==> src/tcpa_ram.sv <==
// ----------------------------------------------------------------------------
// tcpa_ram: generic single-clock RAM
// One write port and one read port; read data is registered and holds
// until the next read enable.
// ----------------------------------------------------------------------------
`default_nettype none

module tcpa_ram #(
    parameter int unsigned WIDTH = 8,
    parameter int unsigned DEPTH = 16
) (
    input  wire logic                                      i_clk,
    input  wire logic                                      i_we,
    input  wire logic [((DEPTH > 1) ? $clog2(DEPTH) : 1)-1:0] i_waddr,
    input  wire logic [WIDTH-1:0]                          i_wdata,
    input  wire logic                                      i_re,
    input  wire logic [((DEPTH > 1) ? $clog2(DEPTH) : 1)-1:0] i_raddr,
    output logic      [WIDTH-1:0]                          o_rdata
);

    logic [WIDTH-1:0] r_mem [DEPTH];

    // Write, then registered read
    always_ff @(posedge i_clk) begin
        if (i_we) begin
            r_mem[i_waddr] <= i_wdata;
        end
        if (i_re) begin
            o_rdata <= r_mem[i_raddr];
        end
    end

endmodule

`default_nettype wire

==> config.mk <==
export PLATFORM = sky130hd
export DESIGN_NAME = tcpa_ram
export DESIGN_NICKNAME = d
export VERILOG_FILES = /design/src/tcpa_ram.sv
export SDC_FILE = /design/constraint.sdc
export NUM_CORES = 1
export LEC_CHECK = 0
export BUFFER_PORTS_ARGS = -buffer_cell sky130_fd_sc_hd__buf_2
export CAP_MARGIN = 20
export CORE_MARGIN = 2
export CORE_UTILIZATION = 60
export DETAILED_ROUTE_END_ITERATION = 6
export GPL_TIMING_DRIVEN = 0
export MAX_ROUTING_LAYER = met4
export PLACE_DENSITY = 0.82
export SLEW_MARGIN = 10
export SYNTH_ARGS = -nofsm -noshare
export SYNTH_HDL_FRONTEND = slang
export SYNTH_SLANG_ARGS = --single-unit
==> constraint.sdc <==
create_clock -name i_clk -period 2.1 [get_ports i_clk]
set_input_delay 0.42 -clock i_clk [delete_from_list [all_inputs] [get_ports i_clk]]
set_output_delay 0.42 -clock i_clk [all_outputs]
set_load 0.03 [all_outputs]
== Yosys cells after proc, flatten, opt, wreduce, memory -nomap -nowiden ==
Memories as Yosys holds them, arrays and structs flattened. A register that Yosys moved wholly into a read port is not among the register bits.
Index checks and enable logic that the tools add are counted.

* Latch bits: 0
* Input port bits: 19
* Bits in writable memories: 128
* Output and inout bits: 8
* Register bits: 0
* Logic and storage cells: 3
* Memories: 1
* Bits in read-only memories: 0

* Add/sub/neg operators: 0
* Reduce and logical (&&, ||, !) cells: 0
* Shift operators: 0
* $lt $le $gt $ge: 0
* Mux-type cells: 2
* Bitwise logic cells: 0
* Div/mod/pow operators: 0
* Equal/unequal tests: 0
* Multipliers: 0

{| class="wikitable"
|+ Memories
! name !! words !! bits a word !! rd ports !! clocked after Yosys merged registers in !! write ports !! RTL line !! RTL
|-
| r_mem || 16 || 8 || 1 || 1 || 1 || 21 || <nowiki>logic [WIDTH-1:0] r_mem [DEPTH];</nowiki>
|}

{| class="wikitable"
|+ Operators by type and width
! operator !! number
|-
| $mux 1 || 2
|}

== Longest topological paths before layout ==
* Depth after elaboration: 2
* Mapped depth: 5
* Depth with buffers taken out: 3

== Worst setup path after synthesis ==
OpenSTA, ideal clock, no wires.

* Path type: input to register
* Start: input i_waddr[2] in the netlist's numbering
* End: memory r_mem[0][0], enable pin
* Library setup time: 0.383 ns
* Arrival: 1.530 ns
* Cell stages on the path: 2
* Path slack: 0.187 ns
* Buffers on the path: 0
* Required time: 1.717 ns
* Cell sequence: or3b_2 > nor3_1

{| class="wikitable"
|+ RTL lines
! element !! RTL line !! RTL
|-
| start, declared || 14 || <nowiki>input wire logic [((DEPTH > 1) ? $clog2(DEPTH) : 1)-1:0] i_waddr,</nowiki>
|-
| end, declared || 21 ||
|}

Straight into the memory's write port.

== Final worst setup path ==
* Start: input i_waddr[2] in the netlist's numbering
* End: memory r_mem[0][4], enable pin

Straight into the memory's write port.

==> impl.org <==
** Outcome
- Outcome :: completed

** Timing
- Worst-Margin Slew :: between 0.8 and 0.9 ns
- Final hold vios :: 0
- Final setup viols :: 0
- In the finished design, the share of the clock period the worst path needs comes to 0.801.
- Headroom to the max-slew limit came out at 0.463.
- Time the final worst path needs with I/O delays and setup :: about 1.7 ns
- Setup repair after global routing missed its margin :: no
- F_max :: between 500 and 600 MHz
- Layout Skew :: 0.00765 ns
- Number of pins exceeding their max-slew limit in the final report :: 0
- In the post-route analysis, the smallest setup slack over all paths is roughly 0.42 ns.

** CTS
- After clock tree synthesis, the repair step resized 0 gates.
- Post-cts hold buffer count :: 0
- Bufs on Longest Clock Path :: 2
- The H-tree generated during clock tree synthesis spans 4 levels.
- Master cell of the clock root buffer :: sky130_fd_sc_hd__clkbuf_8
- Latest clock arrival within the worst-skew pair :: 0.52 ns
- Clock Sink Count :: between 100 and 150
- Number of buffers created by CTS :: 17
- The number of setup buffers added after CTS is 0.
- TritonCTS built the clock tree.
- Clock transition at the registers of the reported paths :: about 0.060 ns

** Synth
- For this run, the number of Yosys warnings is 0.
- Number of unique standard cell types used by synthesis :: 18
- The share of synthesized area in the top cell type comes to 0.781.
- The biggest area contributor in the post-synthesis netlist is sky130_fd_sc_hd__edfxtp_1.
- After synthesis the netlist holds a flip-flop and latch count of 136.
- Fraction of synthesis flops using an asynchronous set or reset pin :: 0
- Average cell area after synthesis :: between 20 and 25 µm²
- Synthesis produced a netlist whose cell count is around 230.
- Number of enable flip-flop cells after synthesis :: around 140
- Yosys attributes the largest share of cell area to sky130_fd_sc_hd__edfxtp_1, sky130_fd_sc_hd__mux4_2, sky130_fd_sc_hd__mux4_1.
- For this run, the register share of the synthesized area comes to 0.781.
- The number of nets handed over by synthesis was between 200 and 250.
- Dominant register cell in the synthesized netlist :: sky130_fd_sc_hd__edfxtp_1
- The synthesized netlist occupies a cell area of 0.00523 mm².

** Layout
- Fraction of final layout cells sized beyond drive strength 1 :: 0.311
- Post-layout nets :: 295
- Count of non-filler cells in the finished layout :: 397
- Relative to the synthesized area, the layout overhead comes to 16.8%.
- The repair_antennas step left the layout with diodes totalling 0.
- Most common library cell in the layout ignoring fill and taps :: sky130_fd_sc_hd__edfxtp_1
- The top cell types in the final layout, fill and taps aside, are sky130_fd_sc_hd__edfxtp_1, sky130_fd_sc_hd__buf_2, sky130_fd_sc_hd__mux4_2, sky130_fd_sc_hd__a22oi_1, sky130_fd_sc_hd__clkbuf_16.
- After filler insertion, the fill cell instance count of the layout stands at about 500.

** Place
- In this run, placement finished with an instance count of 365.
- Setup Slack @ Placement :: -0.0855 ns
- The congestion estimate from routability-driven global placement came to roughly 0.74.
- Post-DP HPWL :: between 6 and 7 mm
- During placement, the flow inserted port buffers numbering 25.

** Critical path
- Number of buffer and inverter instances along the worst setup path :: 2
- Critical path required time :: between 2 and 2.5 ns
- The cell that appears most often on the critical path is sky130_fd_sc_hd__buf_2.
- The worst setup path is launched from a primary input.
- STA puts the critical path data arrival time at ~1.9 ns.
- The kind of cell with the highest combined delay along the critical path is simple AND/OR/NAND/NOR gates.
- In this run the worst path has a maximum fanout of 5.
- Walking the worst path, the cells encountered are buf_2, or3b_2, nor3_1, buf_2.
- The worst setup path is captured at a flop.
- Cell with the largest stage delay on the worst path :: sky130_fd_sc_hd__or3b_2
- On the worst path, the slowest cell contributes a delay of 0.55 ns.
- The worst setup path is of the in -> reg kind.

** Global routing
- For this run, global-route usage on met1 was measured as 0.340.
- Via count of the first global-routing pass :: roughly 2,500
- GR Layer Usage met2 :: 0.380
- The total overflow left after global routing is 0.
- Entering global routing, the biggest net connects 17 pins.
- In the global route stage, overall resource usage came out at 0.250.
- The first global-routing pass estimated approximately 16 mm of wire.
- The number of antenna violations at the first check in global routing is 0.
- GR met3 Demand/Resource :: 0.0770
- Most used routing layer in global routing :: met2

** Die
- Height of the chip :: about 97 µm
- The die covers around 0.0095 mm².
- Standard-cell row count :: 34
- I/O pin cnt :: 27
- The region available for standard cell placement spans ~0.0086 mm².
- Horizontal extent of the die :: around 97 µm
- Effective utilization at floorplan :: 0.608

** Drt
- Routed WL per cell :: about 26 µm
- Drt via density :: around 6.4
- Total number of vias :: roughly 2,600
- Residual DRC :: 0
- First-pass iteration count of the detailed router :: 5
- Starting DRT DRC Count :: 391
- The count of nets left with antenna violations once routing finished came out at 0.
- Summed over all layers, the routed wires come to ~10 mm.

** Power and ir drop
- Total leakage power :: ~2.0 nW
- In this run the power density over the cells is 1030 mW/mm².
- Total Power Consumption :: around 0.0063 W
- IR analysis of the VDD net gives a maximum drop of around 760 µV.

** Min path
- Type of the worst min-delay path :: in -> reg

** Flow run
- Maximum Capacitance Violations :: 0
==> synth_stat cells (all sizes together) (2+ instances only) <==
| cell | count |
|---|---|
| buf | 7 |
| nand3b | 2 |
| clkdlybuf4s25 | 3 |
| nor3 | 4 |
| mux4 | 32 |
| nand2 | 9 |
| nand2b | 2 |
| edfxtp | 136 |
| nor2 | 13 |
| a22oi | 16 |
==> sequential cells by signal, summed over array words and instances (netlist names) <==
register and cells:
r_mem 128, o_rdata 8
==> layer usage <==
| layer | wire length (µm) | share of wire |
|---|---|---|
| met1 | 4160 | 0.40 |
| met2 | 5390 | 0.51 |
| met3 | 785 | 0.075 |
| met4 | 129 | 0.012 |
| met5 | 0 | 0 |
==> path summary, 6_finish.rpt <==
| kind | endpoint | slack, ns | startpoint | depth (start not counted) |
|---|---|---|---|---|
| min | o_rdata[1]$_DFFE_PP_ | 0.24 | i_re | 1 |
| min reg2reg | o_rdata[3]$_DFFE_PP_ | 0.77 | r_mem[11][3]$_DFFE_PP_ | 3 |
| max reg2reg | o_rdata[0]$_DFFE_PP_ | 0.49 | r_mem[3][0]$_DFFE_PP_ | 3 |
| max | r_mem[0][4]$_DFFE_PP_ | 0.42 | i_waddr[2] | 4 |
==> metrics by stage <==
stage	utilization	setup TNS [ns]	area, µm²	hold slack [ns]
3_3_place_gp	0.639	-2.92	5490	0.730
5_1_grt	0.710	0	6100	0.227
3_5_place_dp	0.641	-0.427	5510	0.757
6_report	0.710	0	6100	0.243
2_1_floorplan	-	0	5230	0.519
4_1_cts	0.710	0	6100	0.234
==> power breakdown <==
group          switching, W  internal (W)  leakage, nW  total (W)
Clock               0.00110       0.00181        0.268    0.00291
Combinational      0.000197      0.000119        0.535   0.000316
Sequential        0.0000163       0.00306         1.24    0.00308
==> cells by family after synthesis <==
| group | synth area share |
|---|---|
| DFF | 0.781 |
| and+or+nand+nor | 0.0314 |
| muxes | 0.148 |
| AOI/OAI and AO/OA | 0.0230 |
| buffers and inverters | 0.0165 |
==> area by class of cell <==
type | instances | area, µm² | share of cell area
buffer | 10 | 86.3 | 0.0141
tap | 108 | 135 | 0.0221
clock buffer | 17 | 414 | 0.0679
clock inverter | 15 | 179 | 0.0293
multi-input combinational | 83 | 1060 | 0.174
timing repair buffer | 28 | 143 | 0.0234
sequential | 136 | 4080 | 0.669
Power figures use the tool's default switching activity.
